$ cat config.mk
export PLATFORM = sky130hd
export DESIGN_NAME = sha1_stream_hasher_top
export DESIGN_NICKNAME = d
export VERILOG_FILES = /design/src/sv/sha1_pkg.sv /design/src/sv/sha1_stream_hasher_top.sv /design/src/sv/sha1_front.sv /design/src/sv/sha1_core.sv
export SDC_FILE = /design/constraint.sdc
export NUM_CORES = 2
export LEC_CHECK = 0
export ABC_CLOCK_PERIOD_IN_PS = 11400
export BUFFER_PORTS_ARGS = -buffer_cell sky130_fd_sc_hd__buf_2
export CAP_MARGIN = 25
export CORE_UTILIZATION = 40
export CTS_BUF_LIST = sky130_fd_sc_hd__clkbuf_4
export DETAILED_ROUTE_END_ITERATION = 7
export GPL_TIMING_DRIVEN = 1
export PLACE_DENSITY_LB_ADDON = 0.15
export SLEW_MARGIN = 20
export SYNTH_ARGS = -nofsm -noshare
export SYNTH_HDL_FRONTEND = slang
export SYNTH_SLANG_ARGS = --single-unit
$ cat constraint.sdc
create_clock -name clk -period 11.4 [get_ports clk]
set_input_delay 2.28 -clock clk [delete_from_list [all_inputs] [get_ports clk]]
set_output_delay 2.28 -clock clk [all_outputs]
set_load 0.05 [all_outputs]
$ cat src/sv/sha1_pkg.sv
`timescale 1ns / 1ps
`default_nettype none
package sha1_pkg;

  localparam logic [31:0] IV0 = 32'h67452301;
  localparam logic [31:0] IV1 = 32'hEFCDAB89;
  localparam logic [31:0] IV2 = 32'h98BADCFE;
  localparam logic [31:0] IV3 = 32'h10325476;
  localparam logic [31:0] IV4 = 32'hC3D2E1F0;
  localparam logic [7:0]  PAD_MARK = 8'h80;
  localparam int          QUEUE_DEPTH = 4;
  localparam int          QPTR_W = $clog2(QUEUE_DEPTH);

  typedef enum logic {
    CMD_ABSORB = 1'b0,
    CMD_FINISH = 1'b1
  } cmd_t;

  typedef enum logic [1:0] {
    OP_BYTE  = 2'd0,
    OP_FIN   = 2'd1,
    OP_OVFL  = 2'd2
  } op_t;

  typedef struct packed {
    op_t        op;
    logic [7:0] data;
  } op_beat_t;

  typedef enum logic [2:0] {
    ST_IDLE,
    ST_LOAD,
    ST_ROUND,
    ST_FOLD,
    ST_PAD,
    ST_EMIT
  } state_t;

  function automatic logic [31:0] round_f(input logic [6:0] t, input logic [31:0] b,
                                          input logic [31:0] c, input logic [31:0] d);
    logic [31:0] r;
    if (t < 7'd20)      r = (b & c) | (~b & d);
    else if (t < 7'd40) r = b ^ c ^ d;
    else if (t < 7'd60) r = (b & c) | (b & d) | (c & d);
    else                r = b ^ c ^ d;
    return r;
  endfunction

  function automatic logic [31:0] round_k(input logic [6:0] t);
    logic [31:0] r;
    if (t < 7'd20)      r = 32'h5A827999;
    else if (t < 7'd40) r = 32'h6ED9EBA1;
    else if (t < 7'd60) r = 32'h8F1BBCDC;
    else                r = 32'hCA62C1D6;
    return r;
  endfunction

endpackage
`default_nettype wire

$ cat src/sv/sha1_stream_hasher_top.sv
`timescale 1ns / 1ps
`default_nettype none
// SHA-1 hasher fed one byte per beat. A four-entry queue takes bytes while the
// round engine works; the engine takes one byte per cycle while idle and no
// overflow beat is pending, and each full block then stalls it through the
// load, the rounds and the fold before it takes the next byte. A finish beat
// pads, compresses one or two blocks, then yields five digest words (H0
// first, last one marked). A byte that would wrap the 64-bit bit count is
// dropped and yields a single beat with length_overflow set.
module sha1_stream_hasher_top (
  input  wire logic        clk,
  input  wire logic        rst,
  input  wire logic        push,
  output logic             full,
  input  wire logic        command,
  input  wire logic [7:0]  data_byte,
  output logic             empty,
  input  wire logic        pop,
  output logic [31:0]      digest_word,
  output logic [2:0]       word_index,
  output logic             last_word,
  output logic             length_overflow
);
  import sha1_pkg::*;

  op_beat_t q_beat;
  logic     q_valid, q_take;

  sha1_front u_front (
    .clk, .rst, .push, .full, .command, .data_byte,
    .q_beat, .q_valid, .q_take
  );

  sha1_core u_core (
    .clk, .rst, .q_beat, .q_valid, .q_take, .empty, .pop,
    .digest_word, .word_index, .last_word, .length_overflow
  );

  a_last_index: assert property (@(posedge clk) disable iff (rst)
    !empty && last_word |-> word_index == 3'd4) else $error("last without index 4");
  a_ovfl_clean: assert property (@(posedge clk) disable iff (rst)
    !empty && length_overflow |-> digest_word == 32'd0 && !last_word)
    else $error("overflow beat carries digest");
  a_take_valid: assert property (@(posedge clk) disable iff (rst)
    q_take |-> q_valid) else $error("take from empty queue");
endmodule
`default_nettype wire

$ cat src/sv/sha1_front.sv
`timescale 1ns / 1ps
`default_nettype none
module sha1_front (
  input  wire logic               clk,
  input  wire logic               rst,
  input  wire logic               push,
  output logic                    full,
  input  wire logic               command,
  input  wire logic [7:0]         data_byte,
  output sha1_pkg::op_beat_t      q_beat,
  output logic                    q_valid,
  input  wire logic               q_take
);
  import sha1_pkg::*;

  op_beat_t         mem [QUEUE_DEPTH];
  logic [QPTR_W-1:0] wptr, rptr;
  logic [QPTR_W:0]  count;
  logic [60:0]      byte_count;
  logic             accept;
  logic             do_pop;
  op_beat_t         beat_in;

  assign full    = (count == (QPTR_W+1)'(QUEUE_DEPTH));
  assign accept  = push && !full;
  assign q_valid = (count != '0);
  assign do_pop  = q_take && q_valid;
  assign q_beat  = mem[rptr];

  always_comb begin
    beat_in.data = data_byte;
    if (command == CMD_FINISH)   beat_in.op = OP_FIN;
    else if (&byte_count)        beat_in.op = OP_OVFL;
    else                         beat_in.op = OP_BYTE;
  end

  always_ff @(posedge clk) begin
    if (accept) mem[wptr] <= beat_in;
  end

  always_ff @(posedge clk) begin
    if (rst) begin
      wptr <= '0;
      rptr <= '0;
      count <= '0;
      byte_count <= '0;
    end else begin
      if (accept) begin
        wptr <= wptr + 1'b1;
        if (beat_in.op == OP_FIN)       byte_count <= '0;
        else if (beat_in.op == OP_BYTE) byte_count <= byte_count + 1'b1;
      end
      if (do_pop) rptr <= rptr + 1'b1;
      count <= count + (QPTR_W+1)'(accept) - (QPTR_W+1)'(do_pop);
    end
  end
endmodule
`default_nettype wire

$ cat src/sv/sha1_core.sv
`timescale 1ns / 1ps
`default_nettype none
module sha1_core (
  input  wire logic               clk,
  input  wire logic               rst,
  input  sha1_pkg::op_beat_t      q_beat,
  input  wire logic               q_valid,
  output logic                    q_take,
  output logic                    empty,
  input  wire logic               pop,
  output logic [31:0]             digest_word,
  output logic [2:0]              word_index,
  output logic                    last_word,
  output logic                    length_overflow
);
  import sha1_pkg::*;

  state_t       state, state_next;
  logic [31:0]  h [5];
  logic [31:0]  blk [16];
  logic [31:0]  w [16];
  logic [31:0]  a, b, c, d, e;
  logic [5:0]   nbytes;
  logic [60:0]  nbits;
  logic [6:0]   t;
  logic         fin, second;
  logic         ovfl_pend;
  logic [2:0]   oidx;
  logic [31:0]  wt, tmp, wx;
  logic [3:0]   ti;
  logic         pad_two;

  assign ti = t[3:0];
  assign wx = w[ti+4'd13] ^ w[ti+4'd8] ^ w[ti+4'd2] ^ w[ti];
  assign wt = (t < 7'd16) ? w[ti] : {wx[30:0], wx[31]};
  assign tmp = {a[26:0], a[31:27]} + round_f(t, b, c, d) + e + round_k(t) + wt;
  assign pad_two = (nbytes >= 6'd56);

  always_comb begin
    state_next = state;
    unique case (state)
      ST_IDLE: begin
        if (q_valid && !ovfl_pend) begin
          if (q_beat.op == OP_FIN) state_next = ST_PAD;
          else if (q_beat.op == OP_BYTE && nbytes == 6'd63) state_next = ST_LOAD;
        end
      end
      ST_PAD:   state_next = ST_LOAD;
      ST_LOAD:  state_next = ST_ROUND;
      ST_ROUND: if (t == 7'd79) state_next = ST_FOLD;
      ST_FOLD: begin
        if (!fin)         state_next = ST_IDLE;
        else if (second)  state_next = ST_PAD;
        else              state_next = ST_EMIT;
      end
      ST_EMIT:  if (pop && oidx == 3'd4) state_next = ST_IDLE;
      default:  state_next = ST_IDLE;
    endcase
  end

  always_comb begin
    q_take = 1'b0;
    empty  = 1'b1;
    unique case (state)
      ST_IDLE: begin
        empty  = !ovfl_pend;
        q_take = q_valid && !ovfl_pend;
      end
      ST_EMIT: empty = 1'b0;
      default: ;
    endcase
  end

  assign digest_word     = (state == ST_EMIT) ? h[oidx] : 32'd0;
  assign word_index      = (state == ST_EMIT) ? oidx : 3'd0;
  assign last_word       = (state == ST_EMIT) && (oidx == 3'd4);
  assign length_overflow = (state != ST_EMIT);

  always_ff @(posedge clk) begin
    unique case (state)
      ST_IDLE: begin
        if (q_take && q_beat.op == OP_BYTE)
          blk[nbytes[5:2]][8*(3-nbytes[1:0]) +: 8] <= q_beat.data;
      end
      ST_PAD: begin
        if (!second) begin
          for (int i = 0; i < 64; i++) begin
            if (i == nbytes) blk[i/4][8*(3-i%4) +: 8] <= PAD_MARK;
            else if (i > nbytes && (pad_two || i < 56)) blk[i/4][8*(3-i%4) +: 8] <= 8'd0;
          end
        end else begin
          for (int i = 0; i < 14; i++) blk[i] <= 32'd0;
        end
        if (!pad_two || second) begin
          blk[14] <= {nbits[60:29]};
          blk[15] <= {nbits[28:0], 3'd0};
        end
      end
      ST_LOAD: begin
        for (int i = 0; i < 16; i++) w[i] <= blk[i];
        a <= h[0]; b <= h[1]; c <= h[2]; d <= h[3]; e <= h[4];
      end
      ST_ROUND: begin
        w[ti] <= wt;
        e <= d; d <= c; c <= {b[1:0], b[31:2]}; b <= a; a <= tmp;
      end
      default: ;
    endcase
  end

  always_ff @(posedge clk) begin
    if (rst) begin
      state <= ST_IDLE;
      h[0] <= IV0; h[1] <= IV1; h[2] <= IV2; h[3] <= IV3; h[4] <= IV4;
      nbytes <= '0; nbits <= '0; t <= '0; fin <= 1'b0; second <= 1'b0;
      ovfl_pend <= 1'b0; oidx <= '0;
    end else begin
      state <= state_next;
      unique case (state)
        ST_IDLE: begin
          if (ovfl_pend && pop) ovfl_pend <= 1'b0;
          if (q_take) begin
            unique case (q_beat.op)
              OP_BYTE: begin nbytes <= nbytes + 1'b1; nbits <= nbits + 1'b1; end
              OP_FIN:  begin fin <= 1'b1; second <= 1'b0; end
              OP_OVFL: ovfl_pend <= 1'b1;
              default: ;
            endcase
          end
        end
        ST_PAD:  second <= pad_two && !second;
        ST_LOAD: t <= '0;
        ST_ROUND: t <= t + 1'b1;
        ST_FOLD: begin
          h[0] <= h[0] + a; h[1] <= h[1] + b; h[2] <= h[2] + c;
          h[3] <= h[3] + d; h[4] <= h[4] + e;
          oidx <= '0;
        end
        ST_EMIT: begin
          if (pop) begin
            oidx <= oidx + 1'b1;
            if (oidx == 3'd4) begin
              h[0] <= IV0; h[1] <= IV1; h[2] <= IV2; h[3] <= IV3; h[4] <= IV4;
              nbytes <= '0; nbits <= '0; fin <= 1'b0; second <= 1'b0;
            end
          end
        end
        default: ;
      endcase
    end
  end
endmodule
`default_nettype wire
==> results summary <==
The pin slew with the least headroom to its limit came out at 1260 ps. The number of nets with antenna violations after routing came out at 0. In the routed design, unresolved DRC markers number 0. The final-layout worst hold slack came out at 465 ps.

The mean post-synth cell area came out at 10.8 sq um. The final count of negative-setup-slack endpoints is 0. The number of sinks on the clock net is 1544. Counting every net in the synthesized netlist gives 8898.

The initial antenna violation count came out at 21. STA classifies the critical path startpoint as a flip-flop. The worst setup path is of the flip-flop to flip-flop kind. Among all flip-flop cells after synthesis, the most frequent one is sky130_fd_sc_hd__edfxtp_1. On the final layout, the worst clock skew is 176 ps. The total power per unit cell area came out at 249 nW/um^2. The number of buffers created by CTS is 450. The later-pin clock latency in the skew report is 1490 ps. The core region area came out at 228000 sq um. Setup repair after global routing left no endpoint under its margin.

The unique cell type count in the Yosys netlist came out at 87. The first-pass GRT wire length came out at 516000 um. The yosys synthesis warning count came out at 0. The number of buffers added to fix hold violations after cts came out at 0. The relative slew slack came out at 16.3%.

Of all nets on the critical path, the largest fanout is 62. Synthesis inferred 1544 register bits. The part of the total power dissipated in sequential elements came out at 30.7%.

Cells fill 44.5% of the core in the end. The cell sitting at the root of the clock tree is a sky130_fd_sc_hd__clkbuf_4. Summing the sequential cell areas from Yosys gives 43.6% of the chip area. The overall track demand over capacity in global routing came out at 30.8%. The die width came out at 482 um. The net switching power came out at 0.0111 W. The static leakage is 37.5 nW.

The synthesized design contains 933 enable-type register cells. The number of H-tree levels came out at 5. The switching share of total power is 43.6%. The max-cap check violation count is 0.

The half-perimeter wire length of the detailed placement result came out at 244000 um. The worst path arrival time came out at 10390 ps. Post-CTS timing repair inserted 0 buffers for setup. The clock period minus final worst setup slack is 9160 ps.

The routability congestion estimate came out at 0.993. The internal power consumption came out at 0.0143 W. The overall overflow remaining after global route is 0.

The total power draw is 0.0253 W. The number of gates resized after CTS came out at 0. The number of hold violations in the final report is 0. TritonCTS built the clock tree. The ratio of cells with drive above 1 in the final layout came out at 22.8%.

The upper clock frequency limit is 0.109 GHz. The class of the tightest hold or removal check is flip-flop to flip-flop. The final number of max-transition violations came out at 0.

The number of buffers inserted by port buffering came out at 51. STA classifies the critical path endpoint as a flip-flop. The final critical path takes up 80.3% of the cycle.

From synthesis to final layout, the design area changed by 10.1%. The signal on the critical path passes through inv_1, ha_4, buf_4, mux4_2, mux4_2, xor2_1, xnor2_1, o21ai_2, buf_4, fa_1, fa_1, inv_1, fa_1, inv_1, ha_1, a2111o_1, a2111oi_0, nor3_1, a41o_1, o21ai_1, o21ai_0, a311oi_1, xor2_1, o21ai_1. The net count reported at finish is 9034. The critical-path cell with the highest stage delay is sky130_fd_sc_hd__ha_4. Once the floorplan was initialized, standard cells occupied 40.4% of the core. The vias per cell is 6.21. The iteration count of the initial detailed-routing pass is 6.

The maximum resistive drop on vdd came out at 0.260 mV. The combined area of all synthesized cells came out at 92300 sq um. After detailed routing, the average wire length per cell comes to 30.2 um. In this run the deepest clock path goes through 4 buffers.

The clock network power share came out at 21.4%. The share of synthesized registers carrying an async set or reset came out at 0%. The flow ran to the end, and the final reports show no timing, DRC or antenna violations. In this design, the stage delay of the slowest critical-path cell is 1040 ps. The floorplan step defined a die boundary enclosing 233000 sq um.

The floorplan has 175 rows. The final setup TNS came out at 0 ps. The die boundary height came out at 482 um. The via count of the first global-routing pass is 72063. Combinational logic is responsible for 47.9% of the overall power. The total wire length is 363000 um. The number of primary I/O pins is 52. The largest net degree at the start of global routing is 131.

The data required time at the worst endpoint is 12640 ps. The via count came out at 74691. The detailed router finished its first iteration with 9236 violations. The clock-pin slew of the registers on the worst-case setup and hold paths came out at 70 ps.

The instance count of the mapped netlist is 8520.
[final timing paths]
path              cells after the start              to              from  slack, ps
hold / removal                        1  u_core.w[4][0]  u_core.blk[4][0]        470
hold reg to reg                       1  u_core.w[4][0]  u_core.blk[4][0]        470
setup reg to reg                     24    u_core.a[30]       u_core.t[0]       2240
setup / recovery                     24    u_core.a[30]       u_core.t[0]       2240
[power by group through the flow]
stage          registers (W)  logic [W]  clock network [W]
4_1_cts              0.00774     0.0120            0.00549
2_1_floorplan        0.00749    0.00811                  0
5_1_grt              0.00783     0.0131            0.00579
3_5_place_dp         0.00786     0.0120                  0
3_3_place_gp         0.00785     0.0119                  0
6_report             0.00778     0.0122            0.00541
[stage by stage]
| step | setup WS (ps) | std cells | cell area (sq um) |
|---|---|---|---|
| after floorplan | 3300 | 8520 | 92300 |
| after global placement | 2430 | 11195 | 95600 |
| after detailed placement | 2310 | 11204 | 95700 |
| after CTS | 2320 | 12012 | 101000 |
| after global routing | 1820 | 12024 | 102000 |
| final | 2240 | 12033 | 102000 |
[cell type report]
cell class	count	area, sq um
flip-flops and latches	1544	40300
well taps	3009	3760
clock buffers	715	5370
repair buffers	226	1790
diodes	12	30.0
inverters	273	1030
clock inverters	93	382
multi-input cells	6161	49000
fillers	21567	127000
[registers in the layout, summed over array words and instances, names as in the netlist, 32 cells and up, named ones only]
signal,cells
u_core.a,32
u_core.d,32
u_core.blk,512
u_core.w,512
u_core.b,32
u_core.h,160
u_core.nbits,61
u_front.mem,40
u_front.byte_count,61
u_core.e,32
u_core.c,32
[placed cells by master (no fill, tap or decap), types with 55 or more instances in the layout]
cell                          n
sky130_fd_sc_hd__a21o_1     101
sky130_fd_sc_hd__a21oi_1    616
sky130_fd_sc_hd__and3_1      55
sky130_fd_sc_hd__buf_4      154
sky130_fd_sc_hd__clkbuf_4   716
sky130_fd_sc_hd__clkinv_1    74
sky130_fd_sc_hd__dfxtp_1    600
sky130_fd_sc_hd__edfxtp_1   933
sky130_fd_sc_hd__fa_1       125
sky130_fd_sc_hd__ha_1       238
sky130_fd_sc_hd__inv_1      269
sky130_fd_sc_hd__mux2_2     289
sky130_fd_sc_hd__mux4_2     675
sky130_fd_sc_hd__nand2_1   1038
sky130_fd_sc_hd__nand3_1    100
sky130_fd_sc_hd__nor2_1    1232
sky130_fd_sc_hd__nor2b_1     59
sky130_fd_sc_hd__nor3_1      63
sky130_fd_sc_hd__o21ai_0    518
sky130_fd_sc_hd__xnor2_1    149
sky130_fd_sc_hd__xor2_1     201
[layer usage]
| metal | share of wire, % | routed length (um) | GRT usage [%] | up-vias |
|---|---|---|---|---|
| met4 | 5.0 | 18300 | 14.6 | 18 |
| met5 | 0.034 | 124 | 0 | - |
| met2 | 45 | 163000 | 47.7 | 4477 |
| met3 | 10 | 37200 | 7.60 | 892 |
| li1 | - | - | - | 31652 |
| met1 | 40 | 144000 | 40.3 | 37652 |
[Yosys cell counts, types with 10 or more instances]
cell type / number / area [sq um]
sky130_fd_sc_hd__a21o_1: 102 / 766
sky130_fd_sc_hd__a31oi_1: 26 / 163
sky130_fd_sc_hd__a211oi_1: 35 / 263
sky130_fd_sc_hd__mux4_2: 675 / 15200
sky130_fd_sc_hd__nor3b_1: 12 / 90.1
sky130_fd_sc_hd__a221oi_1: 19 / 166
sky130_fd_sc_hd__o21ai_1: 18 / 90.1
sky130_fd_sc_hd__buf_2: 118 / 591
sky130_fd_sc_hd__o21ai_0: 519 / 2600
sky130_fd_sc_hd__clkbuf_1: 388 / 1460
sky130_fd_sc_hd__mux2i_1: 46 / 460
sky130_fd_sc_hd__o22ai_1: 14 / 87.6
sky130_fd_sc_hd__and3_1: 56 / 350
sky130_fd_sc_hd__o21a_1: 34 / 255
sky130_fd_sc_hd__a21oi_1: 616 / 3080
sky130_fd_sc_hd__xnor2_1: 151 / 1320
sky130_fd_sc_hd__buf_1: 23 / 86.3
sky130_fd_sc_hd__fa_1: 125 / 2500
sky130_fd_sc_hd__dfxtp_1: 611 / 12200
sky130_fd_sc_hd__nor2b_1: 60 / 375
sky130_fd_sc_hd__edfxtp_1: 933 / 28000
sky130_fd_sc_hd__nor3_1: 65 / 325
sky130_fd_sc_hd__ha_1: 240 / 3000
sky130_fd_sc_hd__o21bai_1: 14 / 105
sky130_fd_sc_hd__and4_1: 10 / 87.6
sky130_fd_sc_hd__nand4_1: 39 / 244
sky130_fd_sc_hd__nand3_1: 100 / 500
sky130_fd_sc_hd__inv_1: 271 / 1020
sky130_fd_sc_hd__nand2_1: 1071 / 4020
sky130_fd_sc_hd__mux2_2: 289 / 3250
sky130_fd_sc_hd__or3_1: 50 / 313
sky130_fd_sc_hd__o21ai_2: 14 / 123
sky130_fd_sc_hd__nor2_1: 1234 / 4630
sky130_fd_sc_hd__o211ai_1: 27 / 203
sky130_fd_sc_hd__and2_1: 37 / 231
sky130_fd_sc_hd__or2_2: 24 / 150
sky130_fd_sc_hd__o32ai_1: 15 / 131
sky130_fd_sc_hd__xor2_1: 202 / 1770
sky130_fd_sc_hd__a22o_1: 18 / 158
sky130_fd_sc_hd__o31ai_1: 20 / 150
sky130_fd_sc_hd__o221ai_1: 18 / 158
sky130_fd_sc_hd__nand2b_1: 38 / 238
sky130_fd_sc_hd__buf_4: 10 / 75.1
[worst max-delay path, delay by kind of cell, from the launching register on]
kind,cells,cell delay [ps]
buf+inv,5,1040
xor+xnor,3,770
mux,2,840
simple gates,1,210
compound gates,8,2250
fa+ha+maj,5,2890
flops,1,870
[cell families after synthesis]
family / after synthesis / share of synthesized area (%)
fa+ha+maj: 365 / 5.96
simple gates: 2835 / 12.9
xor+xnor: 353 / 3.35
mux: 1016 / 20.7
flops: 1544 / 43.6
compound gates: 1592 / 10.0
buf+inv: 815 / 3.54
(Power assumes the default switching activity.)
